File: config.mk
export PLATFORM = sky130hd
export DESIGN_NAME = i2c_master_bit_sequencer_unit
export DESIGN_NICKNAME = d
export VERILOG_FILES = /design/src/rtl/i2cms_pkg.sv /design/src/rtl/i2cms_action.sv /design/src/rtl/i2c_master_bit_sequencer_unit.sv
export SDC_FILE = /design/constraint.sdc
export NUM_CORES = 1
export LEC_CHECK = 0
export BUFFER_PORTS_ARGS = -buffer_cell sky130_fd_sc_hd__clkbuf_2
export CORE_MARGIN = 10
export CORE_UTILIZATION = 40
export CTS_CLUSTER_SIZE = 16
export DETAILED_ROUTE_END_ITERATION = 6
export GPL_ROUTABILITY_DRIVEN = 0
export MAX_ROUTING_LAYER = met4
export PLACE_DENSITY_LB_ADDON = 0.15
export SLEW_MARGIN = 20
export SYNTH_ARGS = -nofsm -noshare
export SYNTH_HDL_FRONTEND = slang
export SYNTH_SLANG_ARGS = --single-unit
File: constraint.sdc
create_clock -name i_clk -period 20.8 [get_ports i_clk]
set_input_delay 2.08 -clock i_clk [delete_from_list [all_inputs] [get_ports i_clk]]
set_output_delay 2.08 -clock i_clk [all_outputs]
set_load 0.05 [all_outputs]
File: src/rtl/i2cms_pkg.sv
// ----------------------------------------------------------------------------
// i2cms_pkg
// types, constants and helper functions of the i2c master bit sequencer
// ----------------------------------------------------------------------------
package i2cms_pkg;

    // width of the occupancy counter and of the timing registers
    localparam int CountWidth = 16;
    localparam int StepWidth  = 5;

    localparam logic [CountWidth-1:0] HoldReset   = CountWidth'(20);
    localparam logic [CountWidth-1:0] SampleReset = CountWidth'(1);
    localparam logic [7:0]            MsbMask     = 8'h80;

    // configuration register indexes
    localparam logic REG_HOLD   = 1'b0;
    localparam logic REG_SAMPLE = 1'b1;

    // line commands
    typedef enum logic [2:0] {
        OP_START = 3'd0,
        OP_STOP  = 3'd1,
        OP_WRITE = 3'd2,
        OP_READ  = 3'd3,
        OP_SACK  = 3'd4,
        OP_RACK  = 3'd5
    } t_op;

    // input word
    typedef struct packed {
        logic       cmd_valid;
        logic [2:0] opcode;
        logic [7:0] tx_byte;
        logic       ack_level;
        logic       sda_in;
    } t_in_word;

    // result word
    typedef struct packed {
        logic       scl_out;
        logic       sda_out;
        logic       busy_res;
        logic       done_res;
        logic [7:0] rx_byte;
        logic       ack_seen;
    } t_out_word;

    // line state carried through one action
    typedef struct packed {
        logic       scl;
        logic       sda;
        logic       ack;
        logic [7:0] shift;
    } t_line;

    // outcome of one action
    typedef struct packed {
        t_line                 line;
        logic [CountWidth-1:0] delay;
    } t_act;

    // number of actions in each command sequence
    function automatic logic [StepWidth-1:0] seq_len(input t_op op);
        logic [StepWidth-1:0] len;
        case (op)
            OP_START: len = StepWidth'(4);
            OP_STOP:  len = StepWidth'(3);
            OP_WRITE: len = StepWidth'(24);
            OP_READ:  len = StepWidth'(25);
            OP_SACK:  len = StepWidth'(3);
            default:  len = StepWidth'(4);
        endcase
        return len;
    endfunction

    // remainder by three of a step index, by subtracting multiples of three
    function automatic logic [1:0] mod3(input logic [StepWidth-1:0] x);
        logic [StepWidth-1:0] v;
        v = x;
        if (v >= StepWidth'(24)) v = v - StepWidth'(24);
        if (v >= StepWidth'(12)) v = v - StepWidth'(12);
        if (v >= StepWidth'(6))  v = v - StepWidth'(6);
        if (v >= StepWidth'(3))  v = v - StepWidth'(3);
        return v[1:0];
    endfunction

endpackage

File: src/rtl/i2cms_action.sv
// ----------------------------------------------------------------------------
// i2cms_action
// decodes one line action of a command sequence: pin write or sda sample
// ----------------------------------------------------------------------------
module i2cms_action (
    input  i2cms_pkg::t_op                         i_op,
    input  logic [i2cms_pkg::StepWidth-1:0]        i_step,
    input  i2cms_pkg::t_line                       i_line,
    input  logic                                   i_sda_in,
    input  logic [i2cms_pkg::CountWidth-1:0]       i_pin_delay,
    input  logic [i2cms_pkg::CountWidth-1:0]       i_sample_ticks,
    output i2cms_pkg::t_act                        o_act
);

    logic [1:0] ph_wr;
    logic [1:0] ph_rd;

    // bit phase within a write or a read
    assign ph_wr = i2cms_pkg::mod3(i_step);
    assign ph_rd = i2cms_pkg::mod3(i_step - i2cms_pkg::StepWidth'(1));

    // action decode
    always_comb begin
        o_act.line  = i_line;
        o_act.delay = i_pin_delay;
        unique case (i_op)
            i2cms_pkg::OP_START: begin
                if (i_step == i2cms_pkg::StepWidth'(0))      o_act.line.sda = 1'b1;
                else if (i_step == i2cms_pkg::StepWidth'(1)) o_act.line.scl = 1'b1;
                else if (i_step == i2cms_pkg::StepWidth'(2)) o_act.line.sda = 1'b0;
                else                                         o_act.line.scl = 1'b0;
            end
            i2cms_pkg::OP_STOP: begin
                if (i_step == i2cms_pkg::StepWidth'(0))      o_act.line.sda = 1'b0;
                else if (i_step == i2cms_pkg::StepWidth'(1)) o_act.line.scl = 1'b1;
                else                                         o_act.line.sda = 1'b1;
            end
            i2cms_pkg::OP_WRITE: begin
                if (ph_wr == 2'd0) begin
                    o_act.line.sda = i_line.shift[7];
                end else if (ph_wr == 2'd1) begin
                    o_act.line.scl = 1'b1;
                end else begin
                    o_act.line.scl   = 1'b0;
                    o_act.line.shift = {i_line.shift[6:0], 1'b0};
                end
            end
            i2cms_pkg::OP_READ: begin
                if (i_step == i2cms_pkg::StepWidth'(0)) begin
                    o_act.line.sda = 1'b1;
                end else if (ph_rd == 2'd0) begin
                    o_act.line.scl = 1'b1;
                end else if (ph_rd == 2'd1) begin
                    o_act.line.shift = {i_line.shift[6:0], i_sda_in};
                    o_act.delay      = i_sample_ticks;
                end else begin
                    o_act.line.scl = 1'b0;
                end
            end
            i2cms_pkg::OP_SACK: begin
                if (i_step == i2cms_pkg::StepWidth'(0))      o_act.line.sda = i_line.shift[7];
                else if (i_step == i2cms_pkg::StepWidth'(1)) o_act.line.scl = 1'b1;
                else                                         o_act.line.scl = 1'b0;
            end
            default: begin
                // receive ack
                if (i_step == i2cms_pkg::StepWidth'(0)) begin
                    o_act.line.sda = 1'b1;
                end else if (i_step == i2cms_pkg::StepWidth'(1)) begin
                    o_act.line.scl = 1'b1;
                end else if (i_step == i2cms_pkg::StepWidth'(2)) begin
                    o_act.line.ack = i_sda_in;
                    o_act.delay    = i_sample_ticks;
                end else begin
                    o_act.line.scl = 1'b0;
                end
            end
        endcase
    end

endmodule

File: src/rtl/i2c_master_bit_sequencer_unit.sv
// ----------------------------------------------------------------------------
// i2c_master_bit_sequencer_unit
// i2c master line sequencer: one input word is one timing tick
// ----------------------------------------------------------------------------
//  channel   direction  handshake                  payload
//  input     in         i_in_valid / o_in_ready    i_in_data  (t_in_word)
//  output    out        o_out_valid / i_out_ready  o_out_data (t_out_word)
//  config    in         i_cfg_we                   i_cfg_idx, i_cfg_data
//
//  one word per clock sustained while the result is not stalled; the path runs
//  through an input register, then the sequencer step logic into the result register
//  a stalled result holds the step logic; the input register still takes a
//  word while the result register is empty or being drained
//  synchronous active-low reset clears state to released lines and idle
// ----------------------------------------------------------------------------
module i2c_master_bit_sequencer_unit (
    input  logic                                  i_clk,
    input  logic                                  i_rst_n,
    input  logic                                  i_in_valid,
    output logic                                  o_in_ready,
    input  i2cms_pkg::t_in_word                   i_in_data,
    output logic                                  o_out_valid,
    input  logic                                  i_out_ready,
    output i2cms_pkg::t_out_word                  o_out_data,
    input  logic                                  i_cfg_we,
    input  logic                                  i_cfg_idx,
    input  logic [i2cms_pkg::CountWidth-1:0]      i_cfg_data
);

    localparam int CW = i2cms_pkg::CountWidth;
    localparam int SW = i2cms_pkg::StepWidth;

    // configuration
    logic [CW-1:0] r_hold;
    logic [CW-1:0] r_sample;

    // pipeline registers
    logic                  r_in_valid;
    i2cms_pkg::t_in_word   r_in;
    logic                  r_out_valid;
    i2cms_pkg::t_out_word  r_out;

    // sequencer state
    i2cms_pkg::t_op   r_op;
    logic [SW-1:0]    r_step;
    logic [CW-1:0]    r_wait;
    i2cms_pkg::t_line r_line;
    logic [7:0]       r_rx;
    logic             r_busy;

    // next values
    i2cms_pkg::t_op   n_op;
    logic [SW-1:0]    n_step;
    logic [CW-1:0]    n_wait;
    i2cms_pkg::t_line n_line;
    logic [7:0]       n_rx;
    logic             n_busy;
    logic             n_done;

    logic             advance;
    logic             start;
    logic             run;
    logic [SW-1:0]    step0;
    logic [SW-1:0]    step1;
    i2cms_pkg::t_line line0;
    i2cms_pkg::t_act  act_a;
    i2cms_pkg::t_act  act_b;
    logic [CW-1:0]    pin_delay;

    // handshake
    assign advance     = r_in_valid && (!r_out_valid || i_out_ready);
    assign o_in_ready  = !r_in_valid || advance;
    assign o_out_valid = r_out_valid;
    assign o_out_data  = r_out;

    assign pin_delay = (r_hold == '0) ? CW'(1) : r_hold;

    // command launch
    assign start = !r_busy && r_in.cmd_valid && (r_in.opcode <= 3'(i2cms_pkg::OP_RACK));
    assign run   = start || (r_busy && (r_wait == '0));
    assign n_op  = start ? i2cms_pkg::t_op'(r_in.opcode) : r_op;
    assign step0 = start ? SW'(0) : r_step;
    assign step1 = step0 + SW'(1);

    always_comb begin
        line0 = r_line;
        if (start) begin
            if (n_op == i2cms_pkg::OP_WRITE)     line0.shift = r_in.tx_byte;
            else if (n_op == i2cms_pkg::OP_SACK) line0.shift = r_in.ack_level
                                                    ? i2cms_pkg::MsbMask : 8'h00;
            else                                 line0.shift = 8'h00;
        end
    end

    // first action of the tick
    i2cms_action u_act_a (
        .i_op           (n_op),
        .i_step         (step0),
        .i_line         (line0),
        .i_sda_in       (r_in.sda_in),
        .i_pin_delay    (pin_delay),
        .i_sample_ticks (r_sample),
        .o_act          (act_a)
    );

    // follow-up action after a sample that takes no tick
    i2cms_action u_act_b (
        .i_op           (n_op),
        .i_step         (step1),
        .i_line         (act_a.line),
        .i_sda_in       (r_in.sda_in),
        .i_pin_delay    (pin_delay),
        .i_sample_ticks (r_sample),
        .o_act          (act_b)
    );

    // sequencer step
    always_comb begin
        n_step = r_step;
        n_wait = r_wait;
        n_line = r_line;
        n_rx   = r_rx;
        n_busy = r_busy || start;
        if (run) begin
            if (act_a.delay != '0) begin
                n_line = act_a.line;
                n_step = step1;
                n_wait = act_a.delay - CW'(1);
            end else if (step1 < i2cms_pkg::seq_len(n_op)) begin
                n_line = act_b.line;
                n_step = step0 + SW'(2);
                n_wait = (act_b.delay == '0) ? '0 : act_b.delay - CW'(1);
            end else begin
                n_line = act_a.line;
                n_step = step1;
                n_wait = '0;
            end
        end else if (r_busy) begin
            n_wait = r_wait - CW'(1);
        end
        n_done = n_busy && (n_wait == '0) && (n_step >= i2cms_pkg::seq_len(n_op));
        if (n_done) begin
            n_busy = 1'b0;
            if (n_op == i2cms_pkg::OP_READ) n_rx = n_line.shift;
        end
    end

    // configuration writes
    always_ff @(posedge i_clk) begin
        if (!i_rst_n) begin
            r_hold   <= i2cms_pkg::HoldReset;
            r_sample <= i2cms_pkg::SampleReset;
        end else if (i_cfg_we) begin
            unique case (i_cfg_idx)
                i2cms_pkg::REG_HOLD:   r_hold   <= i_cfg_data;
                i2cms_pkg::REG_SAMPLE: r_sample <= i_cfg_data;
                default: ;
            endcase
        end
    end

    // input register
    always_ff @(posedge i_clk) begin
        if (!i_rst_n) begin
            r_in_valid <= 1'b0;
        end else if (o_in_ready) begin
            r_in_valid <= i_in_valid;
        end
    end

    always_ff @(posedge i_clk) begin
        if (o_in_ready && i_in_valid) begin
            r_in <= i_in_data;
        end
    end

    // sequencer state and result register
    always_ff @(posedge i_clk) begin
        if (!i_rst_n) begin
            r_op        <= i2cms_pkg::OP_START;
            r_step      <= '0;
            r_wait      <= '0;
            r_line      <= '{scl: 1'b1, sda: 1'b1, ack: 1'b0, shift: 8'h00};
            r_rx        <= 8'h00;
            r_busy      <= 1'b0;
            r_out_valid <= 1'b0;
        end else begin
            if (advance) begin
                r_op   <= n_op;
                r_step <= n_step;
                r_wait <= n_wait;
                r_line <= n_line;
                r_rx   <= n_rx;
                r_busy <= n_busy;
            end
            if (advance) begin
                r_out_valid <= 1'b1;
            end else if (i_out_ready) begin
                r_out_valid <= 1'b0;
            end
        end
    end

    always_ff @(posedge i_clk) begin
        if (advance) begin
            r_out.scl_out  <= n_line.scl;
            r_out.sda_out  <= n_line.sda;
            r_out.busy_res <= n_busy;
            r_out.done_res <= n_done;
            r_out.rx_byte  <= n_rx;
            r_out.ack_seen <= n_line.ack;
        end
    end

endmodule

Word level (Yosys, flattened, before mapping)

Cells that the tools add are included.

Magnitude comparators: 19
Muxes and demuxes: 112
Bitwise operators: 1
Reductions and logical operators: 32
Equality and inequality tests: 12
Add/subtract/negate cells: 23

Operators by type and width:

| kind                    | number |
|---|---|
| $mux W16                | 12 |
| $mux W24                | 6 |
| $mux W5                 | 18 |
| $mux W8                 | 10 |
| $logic_not A16 Y1       | 4 |
| $pmux W16 S2            | 2 |
| $mux W1                 | 51 |
| $sub A16 B1 Y16 const B | 3 |
| $mux W11                | 3 |
| $pmux W8 S2             | 2 |
| $ge A5 B2 Y1 const B    | 4 |
| $ge A5 B3 Y1 const B    | 4 |
| $ge A5 B4 Y1 const B    | 4 |
| $ge A5 B5 Y1 const B    | 4 |
| $pmux W2 S5             | 2 |
| $sub A5 B3 Y5 const B   | 4 |
| $sub A5 B4 Y5 const B   | 4 |
| $sub A5 B5 Y5 const B   | 4 |
| $reduce_bool A16 Y1     | 1 |
| $pmux W5 S3             | 1 |
| $eq A5 B1 Y1 const B    | 2 |
| $eq A5 B2 Y1 const B    | 2 |
| $logic_not A5 Y1        | 2 |
| $sub A5 B1 Y5 const B   | 2 |
| other kinds (23)        | 48 |

Input port bits: 36
Flip-flop bits (word level): 105
Output and inout bits: 15

Longest topological paths before layout

Gate-level depths: netlist (run 1).

Word-level depth: 31
Gate-level depth with buffers: 52
Mapped depth without buffers: 47

Hierarchy

A second synthesis (run 1) with hierarchy kept.

Cell total of the unflattened synthesis: 1281
Area total of the unflattened synthesis: 10482.6 sq um

Modules (own cells, without submodules):

| module                        | area an instance (sq um) | times used | sequential area each (sq um) | cells an instance |
|---|---|---|---|---|
| i2c_master_bit_sequencer_unit | 6552.5                   | 1          | 2372.3                       | 766 |
| i2cms_action at u_act_a       | 2169.6                   | 1          | 0.0                          | 305 |
| i2cms_action at u_act_b       | 1760.4                   | 1          | 0.0                          | 210 |

Least setup slack after synthesis (run 1)

OpenSTA, ideal clock, no wires.

Path kind: register to register
Start: register r_in[12] (netlist bit)
End: register r_out (netlist bit o_out_data[1]), data pin
Slack: 10.664 ns
Path buffers: 4
Stages on the path, launching flop included: 49
Arrival time: 9.877 ns
Cells stage by stage: edfxtp_1 > nand2_1 > nand2_1 > nand2_1 > ha_1 > nor2b_1 > mux2i_1 > o32ai_1 > nor3_1 > nor2_1 > ha_1 > nand3_1 > a21oi_1 > or2_2 > o21a_1 > inv_1 > ha_1 > a31oi_2 > [13 not listed] > nand3_2 > nor4_2 > clkbuf_1 > nand2_1 > o211ai_1 > o21ai_0 > ha_1 > a21o_1 > a21oi_1 > nor2b_1 > o22ai_1 > inv_1 > o21ai_0 > a311oi_1 > nand4_1 > or4b_4 > nor3_4 > mux2_2

RTL lines:

| item                                                 | line                                 | RTL |
|---|---|---|
| start: declaration                                   | i2c_master_bit_sequencer_unit.sv:39  | `i2cms_pkg::t_in_word r_in;` |
| start signal: assignment                             | i2c_master_bit_sequencer_unit.sv:173 | `r_in <= i_in_data;` |
| $le A3 B3 Y1                                         | i2c_master_bit_sequencer_unit.sv:79  | `assign start = !r_busy && r_in.cmd_valid && (r_in.opcode <= 3'(i2cms_pkg::OP_RACK));` |
| $logic_and A1 B1 Y1                                  | i2c_master_bit_sequencer_unit.sv:79  |  |
| $mux W5                                              | i2c_master_bit_sequencer_unit.sv:82  | `assign step0 = start ? SW'(0) : r_step;` |
| $sub A5 B1 Y5                                        | i2cms_action.sv:20                   | `assign ph_rd = i2cms_pkg::mod3(i_step - i2cms_pkg::StepWidth'(1));` |
| $sub A5 B5 Y5 / $ge A5 B5 Y1 (equally long branches) | i2cms_pkg.sv:80                      | `if (v >= StepWidth'(24)) v = v - StepWidth'(24);` |
| $mux W5                                              | i2cms_pkg.sv:80                      |  |
| $sub A5 B4 Y5 / $ge A5 B4 Y1 (equally long branches) | i2cms_pkg.sv:81                      | `if (v >= StepWidth'(12)) v = v - StepWidth'(12);` |
| $mux W5                                              | i2cms_pkg.sv:81                      |  |
| [9 not listed]                                       | n/a                                  |  |
| $reduce_bool A16 Y1                                  | i2c_master_bit_sequencer_unit.sv:125 | `if (act_a.delay != '0) begin` |
| $mux W5                                              | i2c_master_bit_sequencer_unit.sv:125 |  |
| $mux W5 (*)                                          | i2c_master_bit_sequencer_unit.sv:124 | `if (run) begin` |
| named net n_step[2]                                  | i2c_master_bit_sequencer_unit.sv:53  | `logic [SW-1:0] n_step;` |
| $ge A5 B5 Y1 (*)                                     | i2c_master_bit_sequencer_unit.sv:141 | `n_done = n_busy && (n_wait == '0) && (n_step >= i2cms_pkg::seq_len(n_op));` |
| $logic_and A1 B1 Y1 (*)                              | i2c_master_bit_sequencer_unit.sv:141 |  |
| $mux W8 (*)                                          | i2c_master_bit_sequencer_unit.sv:142 | `if (n_done) begin` |
| named net n_rx[0]                                    | i2c_master_bit_sequencer_unit.sv:56  | `logic [7:0] n_rx;` |
| end: declaration                                     | i2c_master_bit_sequencer_unit.sv:41  | `i2cms_pkg::t_out_word r_out;` |

Mark *: on every way through the listed nets, which the timed path passes. The rest lies on a longest branch. The select of a mux whose other input is x is not followed.
A chain may end at the register's enable or synchronous reset.

Final worst setup path (run 1)

Start: register r_busy
End: register r_out (netlist bit o_out_data[1]), data pin

RTL lines:

| item                                                 | line                                 | RTL |
|---|---|---|
| start: declaration                                   | i2c_master_bit_sequencer_unit.sv:49  | `logic r_busy;` |
| start signal: assignment                             | i2c_master_bit_sequencer_unit.sv:194 | `r_busy <= n_busy;` |
| $logic_not A1 Y1                                     | i2c_master_bit_sequencer_unit.sv:79  |  |
| $logic_and A1 B1 Y1 (2 in series)                    | i2c_master_bit_sequencer_unit.sv:79  |  |
| $mux W5                                              | i2c_master_bit_sequencer_unit.sv:82  |  |
| $sub A5 B1 Y5                                        | i2cms_action.sv:20                   |  |
| $sub A5 B5 Y5 / $ge A5 B5 Y1 (equally long branches) | i2cms_pkg.sv:80                      |  |
| $mux W5                                              | i2cms_pkg.sv:80                      |  |
| $sub A5 B4 Y5 / $ge A5 B4 Y1 (equally long branches) | i2cms_pkg.sv:81                      |  |
| $mux W5                                              | i2cms_pkg.sv:81                      |  |
| [9 not listed]                                       | n/a                                  |  |
| $reduce_bool A16 Y1                                  | i2c_master_bit_sequencer_unit.sv:125 |  |
| $mux W5                                              | i2c_master_bit_sequencer_unit.sv:125 |  |
| $mux W5 (*)                                          | i2c_master_bit_sequencer_unit.sv:124 |  |
| named net n_step[1]                                  | i2c_master_bit_sequencer_unit.sv:53  |  |
| $ge A5 B5 Y1 (*)                                     | i2c_master_bit_sequencer_unit.sv:141 |  |
| $logic_and A1 B1 Y1 (*)                              | i2c_master_bit_sequencer_unit.sv:141 |  |
| $mux W8 (*)                                          | i2c_master_bit_sequencer_unit.sv:142 |  |
| named net n_rx[0]                                    | i2c_master_bit_sequencer_unit.sv:56  |  |

Marks and branches as above.

==> results.toml, run 1 <==
[run]
max-cap-violations = 0

[global_route]
grt_pass1_vias = 9074
grt_pass1_wl_mm = 50.5
overflow = 0
grt.total_usage = 0.208
grt_max_degree = 57
antenna_found_initial = 0

[timing]
setup_viol = 0
fin_crit_sh = 0.590
hold_viol = 0
tns_ns = 0
rsz0062_at_grt = "false"
tightestPinTransition_ns = 1.13
clock-skew-final_ns = 0.0142
fin_ws_ns = 8.53
period_needed_ns = 12.27
slew_headroom = 0.246
whs_ns = 0.461
fmax_mhz = 81.5
drv_slew = 0

[floorplan]
die_height_um = 174
core-area_um2 = 23400
die_area_um2 = 30300
std_cell_rows = 56
die-width_um = 174
start_util = 0.406
io_pins = 51

[clock_network]
cts_buffers = 9
clk_pin_slew_ns = 0.07
clk_latency_ns = 0.37
postCtsHoldBufs = 0
cts_setup_buffers = 0
cts-root-buf = "clkbuf_16"
cts_max_level = 3
post_cts_resized = 0
cts_buffer_depth = 2
cts_sinks = 105
cts_tree = "done"

[setup_path]
worst_setup_path_end_kind = "flop"
crit_end = "o_out_data[1]"
arrival_ns = 12.39
r2r_end = "o_out_data[1]"
crit_slowest_cell = "or4_1"
critPathKind = "reg -> reg"
crit_start = "r_busy"
cp-start-kind = "flop"
cp.required_ns = 20.91
slowest_delay_ns = 0.78
r2r-start = "r_busy"
rrSetupSlack_ns = 8.53
crit_fanout = 32
ff2ff_path_depth = 47
crit_top_cell = "ha_1"

[placed_design]
pre_cts_ws_ns = 8.79
numPortBuffers = 50
post_dp_cell_area_um2 = 9930
dp_hpwl_mm = 23.8

[cells_and_area]
antenna_cells = 0
fillers = 2474
post-route-cell-area_um2 = 10300
areaGrowthSynthToFinish_pct = 7.97
fin_nets = 1343
drive_above_1_share = 0.111

[outcome]
status = "finished clean"

[synthesis]
synth_cell_types = 98
syn_avg_cell_area_um2 = 7.44
synth_async_sr_flop_share = 0
synth_nets = 1345
synthCells = 1276
yosysWarnings = 0
ys_ff_latch = 105
synth_edf_count = 27
synth_ff_type = "dfxtp_1"
syn_area_um2 = 9490
yosysSeqAreaShare = 0.250

[drt]
post_drt_wl_per_cell_um = 19.9
drc_errors = 0
drt_iter0_drc = 1067
totalWireLength_mm = 31.8
vias = 9620
ant_nets = 0
first_pass_iters = 5
vias_per_cell = 6.02

[pwr]
power_per_cell_area_nw_per_um2 = 60.1
p_leak_nw = 3.99
peakVddDrop_uv = 34.0

[worst_hold_path]
hold_class = "reg -> reg"
flip-flops by register name, indices dropped and copies added (netlist names):
signal,flops
r_rx,8
r_hold,16
r_busy,1
r_in,14
o_out_valid,1
r_line,8
r_sample,16
r_wait,16
r_step,5
r_in_valid,1
r_op,3
line0,3
o_out_data,13
cell usage after synthesis (14+ instances only):
master	instances	share of area
a211oi_1	25	0.020
a21oi_1	100	0.053
a22oi_1	15	0.012
and2_1	17	0.011
clkbuf_1	56	0.022
dfxtp_1	78	0.16
edfxtp_1	27	0.085
ha_1	33	0.043
inv_1	33	0.013
mux2_2	22	0.026
mux2i_1	47	0.050
nand2_1	201	0.079
nand2b_1	14	0.0092
nand3_1	39	0.021
nand4_1	14	0.0092
nor2_1	121	0.048
nor2b_1	14	0.0092
nor3_1	48	0.025
nor4_1	15	0.0099
o21ai_0	51	0.027
o22ai_1	14	0.0092
xnor2_1	38	0.035
xor2_1	15	0.014
cells by family after synthesis:
| family | after synthesis | synth area share |
|---|---|---|
| flops | 105 | 0.250 |
| buf+inv | 118 | 0.0513 |
| mux | 74 | 0.0834 |
| xor+xnor | 54 | 0.0506 |
| fa+ha+maj | 33 | 0.0435 |
| compound gates | 340 | 0.244 |
| simple gates | 552 | 0.277 |
critical path, delay by kind of cell (launching register included):
family | cells | cell delay (ns)
simple gates | 19 | 5.51
fa+ha+maj | 6 | 1.81
mux | 4 | 1.40
flops | 1 | 0.47
compound gates | 13 | 2.13
buf+inv | 4 | 0.48
xor+xnor | 1 | 0.15
how the worst min path moves through the flow:
stage,cells past startpoint,endpoint,start
after global routing,2,r_hold[0],r_hold[0]
after CTS,2,r_rx[6],r_rx[6]
after floorplan,2,r_rx[0],r_rx[0]
after global placement,2,r_rx[6],r_rx[6]
final,2,r_rx[6],r_rx[6]
after detailed placement,2,r_rx[6],r_rx[6]
layout by cell type, fill, tap and decap left out, types with 17 or more instances in the layout:
| master | instances |
|---|---|
| inv_1 | 33 |
| edfxtp_1 | 27 |
| a21oi_1 | 100 |
| mux2_2 | 22 |
| nand3_1 | 39 |
| ha_1 | 33 |
| and2_1 | 17 |
| nand2_1 | 201 |
| mux2i_1 | 47 |
| o21ai_0 | 51 |
| dfxtp_1 | 78 |
| xnor2_1 | 38 |
| nor3_1 | 48 |
| buf_4 | 17 |
| a211oi_1 | 25 |
| nor2_1 | 121 |
| clkbuf_2 | 50 |
per-stage QoR:
stage          power [mW]   util  cells
5_1_grt             0.648  0.438   1598
3_5_place_dp        0.427  0.424   1582
6_report            0.617  0.438   1598
2_1_floorplan       0.376      -   1276
3_3_place_gp        0.428  0.424   1582
4_1_cts             0.617  0.438   1598
where the power goes:
group	leakage [nW]	total, mW	internal, mW	switching, mW
sequential	0.897	0.232	0.219	0.0132
combinational	2.94	0.194	0.0683	0.126
clock	0.158	0.190	0.0976	0.0924
layer usage:
metal / vias up / global-route usage / part of all wire
met2: 345 / 0.323 / 0.45
met4: 0 / 0.0919 / 0.039
met1: 4523 / 0.269 / 0.45
met3: 66 / 0.0243 / 0.054
li1: 4686 / - / -
met5: - / - / 0
area by class of cell:
class | instances | area (µm²) | area share
multi-input cells | 1053 | 6640 | 0.647
repair buffers | 67 | 378 | 0.0369
clock inverters | 7 | 96.3 | 0.00940
flip-flops and latches | 105 | 2370 | 0.231
well taps | 319 | 399 | 0.0389
inverters | 38 | 145 | 0.0142
clock buffers | 9 | 225 | 0.0220
(Power assumes the default switching activity.)
==> run 2: changes to the inputs <==
- clock period: 20.8 -> 12.79 ns (I/O delays scaled with it)
==> run 2 against run 1 <==
The run now ends with design-rule violations left. Non-clock buffer count increased by 6. Worst setup slack lost 7.4 ns. Clock skew rose by 0.00056 ns. First-iteration DRC count decreased by 4.9%. Clock power grew 58%. Total power up 61%. Worst hold slack worse by 0.0023 ns. Routed wire length fell by 0.24%. Die area stayed put. Via count is 0.17% higher. Critical path type unchanged.
==> results.toml, run 2 (synthesis gave the netlist of run 1 again) <==
[outcome]
status = "complete, but fails checks"
violations = "design-rule violations"

[floorplan]
core-area_um2 = 23400
die_height_um = 174
std_cell_rows = 56
start_util = 0.406
die_area_um2 = 30300
die-width_um = 174
io_pins = 51

[cells_and_area]
drive_above_1_share = 0.116
areaGrowthSynthToFinish_pct = 8.42
regArea_um2 = 2370
final_common_cell = "nand2_1"
multi_input_area_um2 = 6640
layout_common_cells = "nand2_1, nor2_1, a21oi_1, dfxtp_1, o21ai_0"
fin_nets = 1349
fillers = 2449
antenna_cells = 0
finalNonFillerCells = 1604
reg_top3 = "r_hold: 16 flops, r_sample: 16 flops, r_wait: 16 flops"

[clock_network]
cts-root-buf = "clkbuf_16"
cts_max_level = 3
cts_sinks = 105
postCtsHoldBufs = 0
cts_buffers = 9
cts_setup_buffers = 0
cts_buffer_depth = 2
clk_latency_ns = 0.38
post_cts_resized = 0
clk_pin_slew_ns = 0.08
cts_tree = "done"

[timing]
whs_ns = 0.459
drv_slew = 0
hold_viol = 0
tightestPinTransition_ns = 1.19
slew_headroom = 0.202
fmax_mhz = 85.7
fin_crit_sh = 0.912
period_needed_ns = 11.67
tns_ns = 0
clock-skew-final_ns = 0.0148
rsz0062_at_grt = "false"
setup_viol = 0

[pwr]
power_per_cell_area_nw_per_um2 = 96.5
p_leak_nw = 4.02
peakVddDrop_uv = 62.1
power_mw = 0.993

[setup_path]
slowest_delay_ns = 0.78
cp-start-kind = "flop"
crit_slowest_cell = "or4_1"
arrival_ns = 11.80
cp.required_ns = 12.92
crit_top_cell = "ha_1"
critPathKind = "reg -> reg"
crit_fanout = 32
worst_setup_path_end_kind = "flop"

[run]
max-cap-violations = 0

[global_route]
grt_pass1_wl_mm = 50.3
grt.total_usage = 0.208
grt_max_degree = 57
grt_pass1_vias = 8895
antenna_found_initial = 0
overflow = 0

[placed_design]
numPortBuffers = 50
dpl.cell_count = 1588
dp_hpwl_mm = 23.6

[drt]
drt_iter0_drc = 1015
drc_errors = 2
ant_nets = 0
vias_per_cell = 6.01
first_pass_iters = 7
vias = 9636
post_drt_wl_per_cell_um = 19.8
totalWireLength_mm = 31.7

[worst_hold_path]
hold_class = "reg -> reg"
## run 2: stage by stage
stage                util  area [µm²]  worst slack [ns]
global route        0.440       10300             0.205
floorplan               -        9490              2.65
global placement    0.426        9970              1.57
finish              0.440       10300              1.12
detailed placement  0.426        9970              1.15
CTS                 0.440       10300              1.06
## run 2: power by group
part | total (mW) | internal [mW] | leakage, nW | switching, mW
logic | 0.315 | 0.113 | 2.97 | 0.203
registers | 0.378 | 0.357 | 0.897 | 0.0212
clock network | 0.300 | 0.142 | 0.152 | 0.158
total | 0.993 | 0.611 | 4.02 | 0.382
## run 2: final timing paths
path / from / to / slack (ns) / cells after the start
max reg2reg: r_busy / o_out_data[5] / 1.12 / 46
max: r_busy / o_out_data[5] / 1.12 / 46
min reg2reg: r_hold[0] / r_hold[0] / 0.46 / 2
min: r_hold[0] / r_hold[0] / 0.46 / 2
## run 2: critical path, delay by kind of cell (launching register included)
kind,cells,cell delay (ns)
flip-flops,1,0.46
multiplexers,4,1.43
XOR/XNOR,1,0.16
AO/OA/AOI/OAI,13,2.17
AND/OR/NAND/NOR,19,5.18
buffers and inverters,3,0.21
adder cells (fa/ha/maj),6,1.79
## run 2: metal layers
| metal | part of all wire | up-vias | wire (µm) | track usage |
|---|---|---|---|---|
| li1 | - | 4679 | - | - |
| met1 | 0.46 | 4570 | 14500 | 0.272 |
| met2 | 0.46 | 337 | 14600 | 0.327 |
| met3 | 0.054 | 50 | 1720 | 0.0245 |
| met4 | 0.025 | 0 | 805 | 0.0666 |
| met5 | 0 | - | 0 | - |
## run 2: area by class of cell
cell class,count,share of cell area
multi-input combinational,1053,0.645
clock inverter,7,0.00887
timing repair buffer,73,0.0411
sequential,105,0.230
clock buffer,9,0.0219
inverter,38,0.0141
tap,319,0.0388
==> run 3: changes to the inputs <==
- ABC_AREA: not set -> 1
- CELL_PAD_IN_SITES_DETAIL_PLACEMENT: not set -> 2
- CELL_PAD_IN_SITES_GLOBAL_PLACEMENT: not set -> 2
- CORE_UTILIZATION: 40 -> 35
==> run 3 against run 2 <==
Critical endpoint is now o_out_data[9]. Critical path type unchanged. Global-route usage is 2.7 points higher. The run now ends clean. Die area grew 16%. Final cell count grew 23%. Worst setup slack better by 2.7 ns. Sequential cell count stayed put. Sequential power grew 3%. Sequential share of layout area shrank 0.87 points. Area after synthesis increased by 3.5%. Critical path depth is 2 higher. Via count up 12%. Combinational power rose by 92%.
==> results.toml, run 3 <==
[synthesis]
netlist_top_cells_area = "dfxtp_1, nand2_1, edfxtp_1"
ys_ff_latch = 105
synth_nets = 1639
synth.most_common_cell = "nand2_1"
synth_cell_types = 59
syn_area_um2 = 9830
syn_avg_cell_area_um2 = 6.26
yosysSeqAreaShare = 0.241
yosysWarnings = 0
synthCells = 1570
synth_ff_type = "dfxtp_1"
synth_top_area_share = 0.159
synth_edf_count = 27
synth_async_sr_flop_share = 0
synth_commonest_cells = "nand2_1, inv_1, nor2_1"
synth_top_cell_by_area = "dfxtp_1"

[drt]
post_drt_wl_per_cell_um = 20.6
totalWireLength_mm = 40.6
drt_iter0_drc = 748
ant_nets = 0
first_pass_iters = 5
vias = 10800
vias_per_cell = 5.49
drc_errors = 0

[clock_network]
cts-root-buf = "clkbuf_16"
postCtsHoldBufs = 0
cts_buffer_depth = 2
cts_buffers = 9
post_cts_resized = 0
cts_sinks = 105
clk_latency_ns = 0.37
cts_setup_buffers = 0
cts_max_level = 3
cts_tree = "done"
clk_pin_slew_ns = 0.09

[global_route]
grt.total_usage = 0.235
grt_pass1_vias = 11700
antenna_found_initial = 0
overflow = 0
grt_pass1_wl_mm = 65.6
grt_max_degree = 60

[setup_path]
r2r-start = "r_busy"
critPathKind = "reg -> reg"
slowest_delay_ns = 0.61
crit_fanout = 17
crit_end = "o_out_data[9]"
crit_start = "r_busy"
critical_path_buf_inv_count = 7
worst_setup_path_end_kind = "flop"
cp.required_ns = 12.92
ff2ff_path_depth = 48
r2r_end = "o_out_data[9]"
rrSetupSlack_ns = 3.79
arrival_ns = 9.12
path_delay_family = "simple AND/OR/NAND/NOR gates"
crit_slowest_cell = "nor2_2"
cp-start-kind = "flop"
crit_cells = 48

[cells_and_area]
antenna_cells = 0
drive_above_1_share = 0.127
fin_nets = 1654
final_common_cell = "nand2_1"
reg_top3 = "r_hold: 16 flops, r_sample: 16 flops, r_wait: 16 flops"
fillers = 3552
layout_common_cells = "nand2_1, inv_1, nor2_1, o21ai_0, nand3_1"
post-route-util = 0.385
areaGrowthSynthToFinish_pct = 8.86

[pwr]
cell_internal_pwr_mw = 0.677
sequentialPowerShare = 0.298
p_leak_nw = 5.19
switching_share = 0.483
peakVddDrop_uv = 63.4
pwr-share-comb = 0.461
power_per_cell_area_nw_per_um2 = 122
p_clk_frac = 0.240
switchingPower_mw = 0.632

[floorplan]
io_pins = 51
die_area_um2 = 35200
die_height_um = 188
start_util = 0.354
core-area_um2 = 27800
std_cell_rows = 61
die-width_um = 188

[timing]
hold_viol = 0
tns_ns = 0
rsz0062_at_grt = "false"
setup_viol = 0
clock-skew-final_ns = 0.0153
slew_headroom = 0.435
fin_crit_sh = 0.704
tightestPinTransition_ns = 0.847
drv_slew = 0
fmax_mhz = 111
period_needed_ns = 9.00

[placed_design]
numPortBuffers = 50
dp_hpwl_mm = 31.2

[outcome]
status = "finished clean"

[run]
max-cap-violations = 0

[worst_hold_path]
hold_class = "reg -> reg"
## run 3: changes by cell type after synthesis, moves of 19 or more
| cell | change |
|---|---|
| nand2_1 | +164 |
| a211oi_1 | -19 |
| inv_1 | +162 |
| nand2_2 | +34 |
| o21ai_0 | +98 |
| xnor2_1 | -33 |
| nor3_1 | -39 |
| nor2_1 | +36 |
| nand3_1 | +76 |
| mux2i_1 | -45 |
| mux2_2 | -22 |
| nand4_1 | +23 |
## run 3: how the worst min path moves through the flow
stage	from	to	slack (ns)	depth (start not counted)
2_1_floorplan	r_hold[0]	r_hold[0]	0.44	2
3_3_place_gp	r_hold[0]	r_hold[0]	0.47	2
3_5_place_dp	r_line[5]	r_line[5]	0.50	2
4_1_cts	r_line[5]	r_line[5]	0.51	2
5_1_grt	r_hold[0]	r_hold[0]	0.56	2
6_report	r_line[5]	r_line[5]	0.51	2
## run 3: cells by family (layout without fill, tap and decap cells)
family,Yosys count,in the layout,share of synthesized area
flops,105,105,0.241
buf+inv,270,290,0.109
mux,2,2,0.00204
compound gates,330,330,0.187
simple gates,798,798,0.388
xor+xnor,32,32,0.0300
fa+ha+maj,33,33,0.0420
## run 3: power groups by stage
stage	registers (mW)	clock network (mW)	logic, mW
after floorplan	0.395	0	0.414
after global placement	0.396	0	0.571
after detailed placement	0.397	0	0.593
after CTS	0.390	0.323	0.601
after global routing	0.394	0.331	0.673
final	0.391	0.315	0.604
## run 3: worst min-delay path, stage by stage (launching register included)
cell and delay [ns]:
dfxtp_1 0.31, inv_1 0.08, a211oi_1 0.08
## run 3: final cells by class
type                       instances  area [µm²]  share of cell area
inverter                         211         800              0.0747
multi-input combinational       1195        6390               0.597
clock inverter                     7        93.8             0.00877
timing repair buffer              63         348              0.0325
sequential                       105        2370               0.222
tap                              378         473              0.0442
clock buffer                       9         225              0.0211
## run 3: routing by layer
layer	wire [µm]	part of all wire	vias up	GRT usage
li1	-	-	5212	-
met1	19700	0.49	5356	0.309
met2	18900	0.47	196	0.379
met3	1430	0.035	41	0.0256
met4	594	0.015	0	0.0523
met5	0	0	-	-
## run 3: per-stage QoR
| step | total power, mW | cells | setup slack, ns | area [µm²] | hold slack, ns |
|---|---|---|---|---|---|
| 2_1_floorplan | 0.809 | 1570 | 6.05 | 9830 | 0.444 |
| 3_3_place_gp | 0.967 | 1952 | 4.14 | 10400 | 0.466 |
| 3_5_place_dp | 0.991 | 1952 | 3.74 | 10400 | 0.500 |
| 4_1_cts | 1.31 | 1968 | 3.71 | 10700 | 0.512 |
| 5_1_grt | 1.40 | 1968 | 2.96 | 10700 | 0.561 |
| 6_report | 1.31 | 1968 | 3.79 | 10700 | 0.511 |
